## src/hdl/drm_pkg.sv

```systemverilog
// ----------------------------------------------------------------------------
// drm_pkg
// Payload types, register codes and fixed constants of the RMS meter.
// ----------------------------------------------------------------------------
package drm_pkg;

  localparam int SAMPLE_W     = 12;
  localparam int THRESHOLD_W  = 16;
  localparam int REFERENCE_W  = 8;
  localparam int RATIO_W      = 24;
  localparam int LEVEL_W      = 32;
  localparam int CFG_INDEX_W  = 1;
  localparam int CFG_DATA_W   = 16;

  // Q.24 scale of the mean square, Q.12 scale of the level numerator,
  // and the factor 16 folded into the calibration divisor.
  localparam int FRAC_SHIFT   = 24;
  localparam int LEVEL_SHIFT  = 12;
  localparam int REF_SHIFT    = 4;

  localparam logic [THRESHOLD_W-1:0] THRESHOLD_RESET = 16'd3277;
  localparam logic [REFERENCE_W-1:0] REFERENCE_RESET = 8'd5;
  localparam logic [RATIO_W-1:0]     RATIO_ONE       = 24'd256;

  typedef enum logic [CFG_INDEX_W-1:0] {
    REG_ZERO_THRESHOLD = 1'd0,
    REG_CAL_REFERENCE  = 1'd1
  } drm_reg_e;

  typedef enum logic [2:0] {
    ENG_IDLE,
    ENG_MEAN,
    ENG_ROOT,
    ENG_LOAD,
    ENG_DIV,
    ENG_DONE
  } drm_state_t;

  typedef struct packed {
    logic                command;
    logic [SAMPLE_W-1:0] sample_pos;
    logic [SAMPLE_W-1:0] sample_neg;
    logic                last_sample;
  } drm_in_t;

  typedef struct packed {
    logic [LEVEL_W-1:0] rms_value;
    logic [RATIO_W-1:0] ratio_value;
    logic               is_calibration;
  } drm_out_t;

  typedef struct packed {
    logic go;
    logic calib;
  } drm_req_t;

  typedef struct packed {
    logic busy;
    logic done;
  } drm_status_t;

endpackage

```

## src/hdl/differential_rms_meter.sv

```systemverilog
// ----------------------------------------------------------------------------
// differential_rms_meter
// Windowed RMS of differential sample pairs with gain calibration.
// ----------------------------------------------------------------------------
// Unless a window close stalls the input, a sample pair that does not close a
// window is taken as soon as it is valid, and the next pair may follow at once.
// A pair marked last closes the window; the input then stalls while the close
// engine works out the mean, the root and then a quotient (the level in measure
// mode, the gain ratio in calibrate mode), and it stays stalled at the end until
// the output register can take the result, so longer if the previous result is
// still held there. The close engine has a single subtract/compare unit, which
// yields one bit of the mean, of the root or of the scaled quotient per cycle.
module differential_rms_meter #(
  parameter int SAMPLE_BITS = 12,
  parameter int WINDOW_MAX  = 1024
) (
  input  logic                            clk,
  input  logic                            rst,
  input  logic                            sample_valid,
  output logic                            sample_stall,
  input  drm_pkg::drm_in_t                sample,
  output logic                            result_valid,
  input  logic                            result_stall,
  output drm_pkg::drm_out_t               result,
  input  logic                            write_enable,
  input  logic [drm_pkg::CFG_INDEX_W-1:0] reg_index,
  input  logic [drm_pkg::CFG_DATA_W-1:0]  write_data
);
  import drm_pkg::*;

  localparam int CNT_W = $clog2(WINDOW_MAX + 1);
  localparam int SUM_W = CNT_W + 2 * SAMPLE_BITS;

  logic [THRESHOLD_W-1:0]     zero_threshold;
  logic [REFERENCE_W-1:0]     cal_reference;
  logic [SUM_W-1:0]           square_sum;
  logic [CNT_W-1:0]           pair_count;
  logic                       close_pending;
  logic                       close_calib;

  logic [SAMPLE_BITS-1:0]     pos;
  logic [SAMPLE_BITS-1:0]     neg;
  logic [SAMPLE_BITS-1:0]     mag;
  logic [2*SAMPLE_BITS-1:0]   square;
  logic                       in_xfer;
  logic                       out_free;

  drm_req_t                   solver_req;
  drm_status_t                solver_status;
  drm_out_t                   solver_result;

  assign sample_stall = close_pending | solver_status.busy;
  assign in_xfer      = sample_valid & ~sample_stall;
  assign out_free     = ~result_valid | ~result_stall;

  assign pos    = SAMPLE_BITS'(sample.sample_pos);
  assign neg    = SAMPLE_BITS'(sample.sample_neg);
  assign mag    = (pos >= neg) ? pos - neg : neg - pos;
  assign square = (2*SAMPLE_BITS)'(mag) * (2*SAMPLE_BITS)'(mag);

  assign solver_req.go    = close_pending;
  assign solver_req.calib = close_calib;

  always_ff @(posedge clk) begin
    if (rst) begin
      zero_threshold <= THRESHOLD_RESET;
      cal_reference  <= REFERENCE_RESET;
    end else if (write_enable) begin
      unique case (drm_reg_e'(reg_index))
        REG_ZERO_THRESHOLD: zero_threshold <= write_data[THRESHOLD_W-1:0];
        REG_CAL_REFERENCE:  cal_reference  <= write_data[REFERENCE_W-1:0];
        default:            zero_threshold <= zero_threshold;
      endcase
    end
  end

  // Accumulate until the window is full; the engine takes the totals
  // the cycle after the last pair.
  always_ff @(posedge clk) begin
    if (rst) begin
      square_sum    <= '0;
      pair_count    <= '0;
      close_pending <= 1'b0;
      close_calib   <= 1'b0;
    end else if (close_pending) begin
      square_sum    <= '0;
      pair_count    <= '0;
      close_pending <= 1'b0;
    end else if (in_xfer) begin
      if (pair_count < CNT_W'(WINDOW_MAX)) begin
        square_sum <= square_sum + SUM_W'(square);
        pair_count <= pair_count + CNT_W'(1);
      end
      if (sample.last_sample) begin
        close_pending <= 1'b1;
        close_calib   <= sample.command;
      end
    end
  end

  drm_solver #(
    .SAMPLE_BITS (SAMPLE_BITS),
    .WINDOW_MAX  (WINDOW_MAX)
  ) u_solver (
    .clk            (clk),
    .rst            (rst),
    .req            (solver_req),
    .window_sum     (square_sum),
    .window_count   (pair_count),
    .zero_threshold (zero_threshold),
    .cal_reference  (cal_reference),
    .out_free       (out_free),
    .status         (solver_status),
    .result         (solver_result)
  );

  always_ff @(posedge clk) begin
    if (rst) begin
      result_valid <= 1'b0;
    end else if (solver_status.done && out_free) begin
      result_valid <= 1'b1;
    end else if (!result_stall) begin
      result_valid <= 1'b0;
    end
  end

  always_ff @(posedge clk) begin
    if (solver_status.done && out_free) begin
      result <= solver_result;
    end
  end

endmodule

```

## src/hdl/drm_solver.sv

```systemverilog
// ----------------------------------------------------------------------------
// drm_solver
// Window close engine: mean, root and scaling on one shared subtract unit.
// ----------------------------------------------------------------------------
module drm_solver #(
  parameter int  SAMPLE_BITS = 12,
  parameter int  WINDOW_MAX  = 1024,
  localparam int CNT_W       = $clog2(WINDOW_MAX + 1),
  localparam int SUM_W       = CNT_W + 2 * SAMPLE_BITS
) (
  input  logic                            clk,
  input  logic                            rst,
  input  drm_pkg::drm_req_t               req,
  input  logic [SUM_W-1:0]                window_sum,
  input  logic [CNT_W-1:0]                window_count,
  input  logic [drm_pkg::THRESHOLD_W-1:0] zero_threshold,
  input  logic [drm_pkg::REFERENCE_W-1:0] cal_reference,
  input  logic                            out_free,
  output drm_pkg::drm_status_t            status,
  output drm_pkg::drm_out_t               result
);
  import drm_pkg::*;

  localparam int MEAN_W = 2 * SAMPLE_BITS + FRAC_SHIFT;
  localparam int ROOT_W = MEAN_W / 2;
  localparam int QUO_W  = ROOT_W + LEVEL_SHIFT;
  localparam int WORK_W = SUM_W + FRAC_SHIFT;
  localparam int REM_W  = (ROOT_W + 1 > RATIO_W) ? ROOT_W + 1 : RATIO_W;
  localparam int PART_W = REM_W + 2;
  localparam int ITER_W = $clog2(WORK_W + 1);
  localparam int ALIGN  = WORK_W - ROOT_W;

  drm_state_t          state, state_next;
  logic [RATIO_W-1:0]  gain_ratio;
  logic [WORK_W-1:0]   work;
  logic [REM_W-1:0]    rem;
  logic [ROOT_W-1:0]   root;
  logic [CNT_W-1:0]    count;
  logic [ITER_W-1:0]   iter;
  logic                calib;

  logic [PART_W-1:0]   partial;
  logic [PART_W-1:0]   trial;
  logic [PART_W-1:0]   diff;
  logic                ge;
  logic [REM_W-1:0]    rem_step;
  logic                last_iter;

  logic                level_over;
  logic                ratio_over;
  logic [LEVEL_W-1:0]  level;
  logic [RATIO_W-1:0]  ratio_new;

  assign last_iter = (iter == ITER_W'(1));

  // Shared restoring step: shift bits into the partial remainder,
  // compare with the trial value, subtract when it fits.
  always_comb begin
    partial = '0;
    trial   = '0;
    unique case (state)
      ENG_MEAN: begin
        partial = PART_W'({rem, work[WORK_W-1]});
        trial   = PART_W'(count);
      end
      ENG_ROOT: begin
        partial = {rem, work[MEAN_W-1 -: 2]};
        trial   = PART_W'({root, 2'b01});
      end
      ENG_DIV: begin
        partial = PART_W'({rem, work[WORK_W-1]});
        trial   = calib ? PART_W'({cal_reference, {REF_SHIFT{1'b0}}})
                        : PART_W'(gain_ratio);
      end
      default: begin
        partial = '0;
        trial   = '0;
      end
    endcase
    ge       = (partial >= trial);
    diff     = partial - trial;
    rem_step = ge ? REM_W'(diff) : REM_W'(partial);
  end

  always_comb begin
    state_next = state;
    unique case (state)
      ENG_IDLE: if (req.go)     state_next = ENG_MEAN;
      ENG_MEAN: if (last_iter)  state_next = ENG_ROOT;
      ENG_ROOT: if (last_iter)  state_next = ENG_LOAD;
      ENG_LOAD:                 state_next = ENG_DIV;
      ENG_DIV:  if (last_iter)  state_next = ENG_DONE;
      ENG_DONE: if (out_free)   state_next = ENG_IDLE;
      default:                  state_next = ENG_IDLE;
    endcase
  end

  always_comb begin
    level_over = |work[WORK_W-1:LEVEL_W];
    ratio_over = |work[WORK_W-1:RATIO_W];

    level = (gain_ratio == '0 || level_over) ? '1 : work[LEVEL_W-1:0];
    if (level < LEVEL_W'(zero_threshold)) begin
      level = '0;
    end
    ratio_new = (cal_reference == '0 || ratio_over) ? '1 : work[RATIO_W-1:0];

    result.rms_value      = calib ? '0 : level;
    result.ratio_value    = calib ? ratio_new : gain_ratio;
    result.is_calibration = calib;

    status.busy = (state != ENG_IDLE);
    status.done = (state == ENG_DONE);
  end

  always_ff @(posedge clk) begin
    if (rst) begin
      state      <= ENG_IDLE;
      gain_ratio <= RATIO_ONE;
    end else begin
      state <= state_next;
      if (state == ENG_DONE && out_free && calib) begin
        gain_ratio <= ratio_new;
      end
    end
  end

  always_ff @(posedge clk) begin
    unique case (state)
      ENG_IDLE: begin
        if (req.go) begin
          work  <= WORK_W'(window_sum) << FRAC_SHIFT;
          rem   <= '0;
          count <= window_count;
          calib <= req.calib;
          iter  <= ITER_W'(WORK_W);
        end
      end
      ENG_MEAN: begin
        work <= {work[WORK_W-2:0], ge};
        if (last_iter) begin
          rem  <= '0;
          root <= '0;
          iter <= ITER_W'(ROOT_W);
        end else begin
          rem  <= rem_step;
          iter <= iter - ITER_W'(1);
        end
      end
      ENG_ROOT: begin
        work <= work << 2;
        rem  <= rem_step;
        root <= {root[ROOT_W-2:0], ge};
        iter <= iter - ITER_W'(1);
      end
      ENG_LOAD: begin
        // Top-align the root; measure feeds twelve more zero bits.
        work <= WORK_W'(root) << ALIGN;
        rem  <= '0;
        iter <= calib ? ITER_W'(ROOT_W) : ITER_W'(QUO_W);
      end
      ENG_DIV: begin
        work <= {work[WORK_W-2:0], ge};
        rem  <= rem_step;
        iter <= iter - ITER_W'(1);
      end
      default: begin
        work <= work;
      end
    endcase
  end

endmodule

```

## config.mk

```make
export PLATFORM = sky130hd
export DESIGN_NAME = differential_rms_meter
export DESIGN_NICKNAME = d
export VERILOG_FILES = /design/src/hdl/drm_pkg.sv /design/src/hdl/differential_rms_meter.sv /design/src/hdl/drm_solver.sv
export SDC_FILE = /design/constraint.sdc
export NUM_CORES = 1
export LEC_CHECK = 0
export BUFFER_PORTS_ARGS = -buffer_cell sky130_fd_sc_hd__buf_4
export CAP_MARGIN = 20
export CELL_PAD_IN_SITES_DETAIL_PLACEMENT = 0
export CELL_PAD_IN_SITES_GLOBAL_PLACEMENT = 1
export CORE_MARGIN = 2
export CORE_UTILIZATION = 49
export DETAILED_ROUTE_END_ITERATION = 10
export PLACE_DENSITY = 0.84
export RECOVER_POWER = 25
export SETUP_SLACK_MARGIN = 0.02
export SKIP_CTS_REPAIR_TIMING = 1
export SYNTH_ARGS = -nofsm -noshare
export SYNTH_HDL_FRONTEND = slang
export SYNTH_SLANG_ARGS = --single-unit
```

## constraint.sdc

```tcl
create_clock -name clk -period 9.8 [get_ports clk]
set_clock_uncertainty 0.2 [all_clocks]
set_input_delay 0.98 -clock clk [delete_from_list [all_inputs] [get_ports clk]]
set_output_delay 0.98 -clock clk [all_outputs]
set_load 0.01 [all_outputs]
```

## Word-level counts from Yosys, hierarchy flattened

Cells that the tools add are included.

| storage, ports and cells | value |
|---|---|
| register bits | 283 |
| bits in latches | 0 |
| RAM bits | 0 |
| ROM bits | 0 |
| output and inout bits | 59 |
| logic and storage cells | 105 |
| memories | 0 |

| operators by class | value |
|---|---|
| add/sub/neg operators | 6 |
| multipliers | 1 |
| divide/modulo/power cells | 0 |
| order comparisons | 4 |
| equality and inequality tests | 12 |
| shift operators | 0 |
| muxes and demuxes | 28 |
| bitwise logic cells | 9 |
| reductions and logical operators | 27 |

Operator list:

| cell | count |
|---|---|
| $pmux W59 S4 | 1 |
| $pmux W25 S4 | 1 |
| $mux W24 | 4 |
| $pmux W26 S3 | 1 |
| $mux W25 | 3 |
| $mux W59 | 1 |
| $pmux W27 S2 | 1 |
| $pmux W24 S2 | 1 |
| $add A35 B24 Y35 | 1 |
| $reduce_or A35 Y1 | 1 |
| $lt A32 B16 Y1 | 1 |
| $mux W32 | 1 |
| $ge A27 B26 Y1 | 1 |
| $reduce_or A27 Y1 | 1 |
| $sub A25 B25 Y25 | 1 |
| $logic_not A24 Y1 | 1 |
| $mul A12 B12 Y24 | 1 |
| $pmux W6 S4 | 1 |
| $sub A12 B12 Y12 | 2 |
| $mux W6 | 3 |
| $pmux W3 S6 | 1 |
| $mux W3 | 5 |
| $reduce_and A2 Y1 | 7 |
| $ge A12 B12 Y1 | 1 |
| 25 further kinds | 45 |

## Depth between registers and ports, before layout

| depth | value |
|---|---|
| depth after elaboration | 7 |
| depth in mapped cells | 32 |
| depth with buffers taken out | 30 |

## Hierarchy

Synthesis repeated with hierarchy kept, for this count alone.

| second synthesis, totals | value |
|---|---|
| cell total of the unflattened synthesis | 2256 |
| area total of the unflattened synthesis | 21055.2 um^2 |

Modules (own cells, without submodules):

| module | instances | cells an instance | area each (um^2) |
|---|---|---|---|
| drm_solver | 1 | 1158 | 10682.7 |
| differential_rms_meter | 1 | 1098 | 10372.4 |

## Worst setup path before layout

Ideal clock, no wire load.

| path | value |
|---|---|
| path type | input to register |
| from | in sample[13] (netlist name) |
| to | reg square_sum[27] |
| setup time | 132 ps |
| arrival time | 7885 ps |
| slack | 1583 ps |
| stages on the path | 27 |
| cells stage by stage | inv_1 -> ha_1 -> fa_1 -> o2111ai_2 -> a31oi_1 -> nor2_1 -> mux2_2 -> o21ai_2 -> nand2_2 -> or2_2 -> fa_1 -> fa_1 -> inv_1 -> fa_1 -> fa_1 -> inv_1 -> fa_1 -> inv_1 -> ha_1 -> and3_1 -> o21a_1 -> a211o_1 -> a41oi_1 -> o31ai_1 -> a21oi_1 -> or3_1 -> a21oi_1 |

| on the way | value |
|---|---|
| cells in the longest elaborated chain, start to end | 4 |

Ends and longest elaborated chain:

| what | RTL line | RTL |
|---|---|---|
| from (decl) | differential_rms_meter.sv:21 | `input drm_pkg::drm_in_t sample,` |
| $sub A12 B12 Y12 or $ge A12 B12 Y1 (tied branches) | differential_rms_meter.sv:58 | `assign mag = (pos >= neg) ? pos - neg : neg - pos;` |
| $mux W12 * | differential_rms_meter.sv:58 |  |
| $mul A12 B12 Y24 * | differential_rms_meter.sv:59 | `assign square = (2*SAMPLE_BITS)'(mag) * (2*SAMPLE_BITS)'(mag);` |
| $add A35 B24 Y35 * | differential_rms_meter.sv:91 | `square_sum <= square_sum + SUM_W'(square);` |
| to (signal assigned) | differential_rms_meter.sv:91 |  |
| to (decl) | differential_rms_meter.sv:36 | `logic [SUM_W-1:0] square_sum;` |

Every way passes the cells marked *; elsewhere a longest branch is shown, timed or not.
A chain may end at the register's enable or synchronous reset.

## Final worst setup path

| path | value |
|---|---|
| from | in sample[10] (netlist name) |
| to | reg square_sum[27] |

The elaborated chain is that of the path after synthesis.

==> results.cfg <==
[status]
run_status = finished with violations
violations_in_the_final_reports = max-capacitance violations, max-slew violations

[placed_design]
dp_hpwl_mm = 40.58
placer_congestion_estimate = 0.9081
port_buffers = 106
placement_cell_area_um2 = 22050
placed_cells = 2739

[floorplan]
ios = 107
core_region_area_um2 = 41950
row_count = 75
fp.dieArea_um2 = 44090
start_util_pct = 49.56
die_w_um = 210.0
floorplan.die.height_um = 210.0

[hold_path]
holdPathStages = 2
hp-start = zero_threshold[5]
hold_path_class = reg2reg
worst_hold_path.endpoint = zero_threshold[5]

[setup_path]
critical_path_most_common_cell = fa_1
critPathLaunchType = input pin
timing.rr.start = u_solver.calib
crit_slowest_cell = fa_1
worst_ep_arrival_time_ns = 8.99
r2r_cells = 14
crit_path_max_incr_delay_ns = 0.55
critical_path.max_fanout = 14
endpoint_kind = flop
worst-setup-path-type = in2reg
critical_path_required_ns = 10.02
r2r_slack_ns = 2.14
reg2reg_to = u_solver.rem[0]

[clock_tree]
cts_buffer_depth = 3
root_buffer_cell = clkbuf_16
clk_pin_slew_worst_paths_ns = 0.06
htreeDepth = 1
cts_buffer_count = 30
insertion_delay_ns = 0.59
cts_tree = yes
clock-sinks = 283

[synth]
count_of_flip_flops_with_a_built_in_enable_after_synthesis = 183
yosysMostFrequentCell = nor2_1
leading_cell_types_by_total_area_after_synthesis = edfxtp_1, fa_1, dfxtp_1
synthesis.instances = 2175
syn-cell-area_um2 = 20790
synth-seq-cells = 283
postSynthNetCount = 2459
synth_top_cell_by_area = edfxtp_1
synth-main-ff-cell = edfxtp_1
yosysSeqAreaShare_pct = 36.06
post_synth_most_frequent_cells = nor2_1, inv_1, edfxtp_1, a21oi_1
synthesis.yosys.warnings = 0
number_of_unique_standard_cell_types_used_by_synthesis = 84
synth_async_sr_flop_share_pct = 0
synth_top_area_share_pct = 26.43
post_synth.cell_area_avg_um2 = 9.558

[layout]
n_antenna_cell = 0
multi_input_area_um2 = 11990
final_layout_size_suffix_gt1_share_pct = 9.171
layout.nets = 2517
fill_cell_count = 3824
finish.cell_count_without_fillers = 2796
syn2layout_area_growth_pct = 10.02
layout.area.seq_um2 = 7500
final_design_area_no_fill_um2 = 22870

[global_route]
grt_antenna_before_repair = 0
grt_first_pass_wirelength_mm = 88.89
tot_gr_track_use_pct = 24.97
first_global_vias = 16380
overall_overflow_remaining_after_global_route = 0
pin_count_of_the_biggest_net_entering_global_routing = 94

[route]
detail_route.wirelength_mm = 54.03
route.detailed.vias_per_inst = 5.786
vias = 16180
drt_iter0_markers = 1148
remaining_drc_errors = 0
detail_route.first_pass.iterations = 5
detail_route.wl_per_cell_um = 19.32
antenna_violating_nets_post_route = 0

[timing]
setup_viol_count_final = 0
finalCriticalPeriod_ns = 8.776
tightestPinTransition_ns = 4.137
timing.max_slew.rel_slack_pct = -175.8
unrepaired_setup_endpoints_after_global_routing = false
totalNegativeSetupSlack_ns = 0
finalHoldViolations = 0
timing.fmax_mhz = 113.9
finalCritPeriodShare_pct = 89.55
timing_max_transition_violations_final = 189

[run]
max_cap_violations = 3
## cell usage in the layout (no fill, tap or decap), drive strengths merged, types with 13 or more instances in the layout
cell and instances:
nor2 255, inv 236, edfxtp 183, a21oi 161, nand2 132, ha 131
fa 105, dfxtp 100, clkbuf 100, buf 74, a22o 69, o21ai 69
mux2i 55, a211oi 44, nor2b 39, xnor2 38, and2 37, nor3 36
a22oi 35, nand3 31, nand2b 30, a21o 27, xor2 24, nor4 20
or2 17, nand4 16, mux2 16, or3 16, and3 14, o31ai 14
mux4 13
## worst max-delay path by stage
stage / startpoint / endpoint / slack, ns
after global placement: sample[4] / square_sum[33] / 0.66
after detailed placement: sample[10] / square_sum[31] / 0.52
final: sample[10] / square_sum[27] / 1.02
after CTS: sample[4] / square_sum[31] / 1.11
after floorplan: sample[13] / square_sum[27] / 1.58
after global routing: sample[10] / square_sum[29] / 0.40
## stage by stage
stage,hold WS [ns],worst slack (ns),utilization (%)
after global placement,0.2136,0.6581,52.57
final,0.2552,1.024,54.53
after detailed placement,0.2478,0.5226,52.57
after CTS,0.2578,1.109,55.07
after global routing,0.2797,0.4001,54.53
after floorplan,0.2080,1.583,-
## state kept, by name, indices dropped and copies added, names as in the netlist
register,flops
cal_reference,8
close_calib,1
close_pending,1
pair_count,11
result,57
result_valid,1
square_sum,35
u_solver.calib,1
u_solver.count,11
u_solver.gain_ratio,24
u_solver.iter,6
u_solver.rem,25
u_solver.root,24
u_solver.state,3
u_solver.work,59
zero_threshold,16
## area by class of cell
class                           count  area share, %
Clock inverter                     18          1.039
Multi-Input combinational cell   1549          52.41
Clock buffer                       38          3.545
Sequential cell                   283          32.79
Timing Repair Buffer              136          3.446
Tap cell                          539          2.949
Inverter                          233          3.824
## kinds of logic after synthesis
| kind of cell | after synthesis | share of synthesized area [%] |
|---|---|---|
| multiplexers | 84 | 4.983 |
| flip-flops | 283 | 36.06 |
| buffers and inverters | 343 | 6.470 |
| XOR/XNOR | 62 | 2.757 |
| adder cells (fa/ha/maj) | 236 | 18.00 |
| AO/OA/AOI/OAI | 500 | 16.29 |
| AND/OR/NAND/NOR | 667 | 15.44 |
## layer usage
| metal | track usage [%] | routed length (µm) | vias to the layer above |
|---|---|---|---|
| met5 | 0 | 0 | - |
| met4 | 5.918 | 1172 | 0 |
| met3 | 2.279 | 1826 | 73 |
| met2 | 44.90 | 27380 | 347 |
| met1 | 32.63 | 23650 | 8004 |
| li1 | - | - | 7753 |
## worst max-delay path, delay by kind of cell
family	cells	cell delay (ns)
adders and majority gates	7	3.43
buffers and inverters	5	0.29
and+or+nand+nor	6	1.67
AOI/OAI and AO/OA	9	2.64
Power is left out: the tool's default activity adds up to more than one toggle a clock period on the data nets, which glitch-free logic cannot reach.
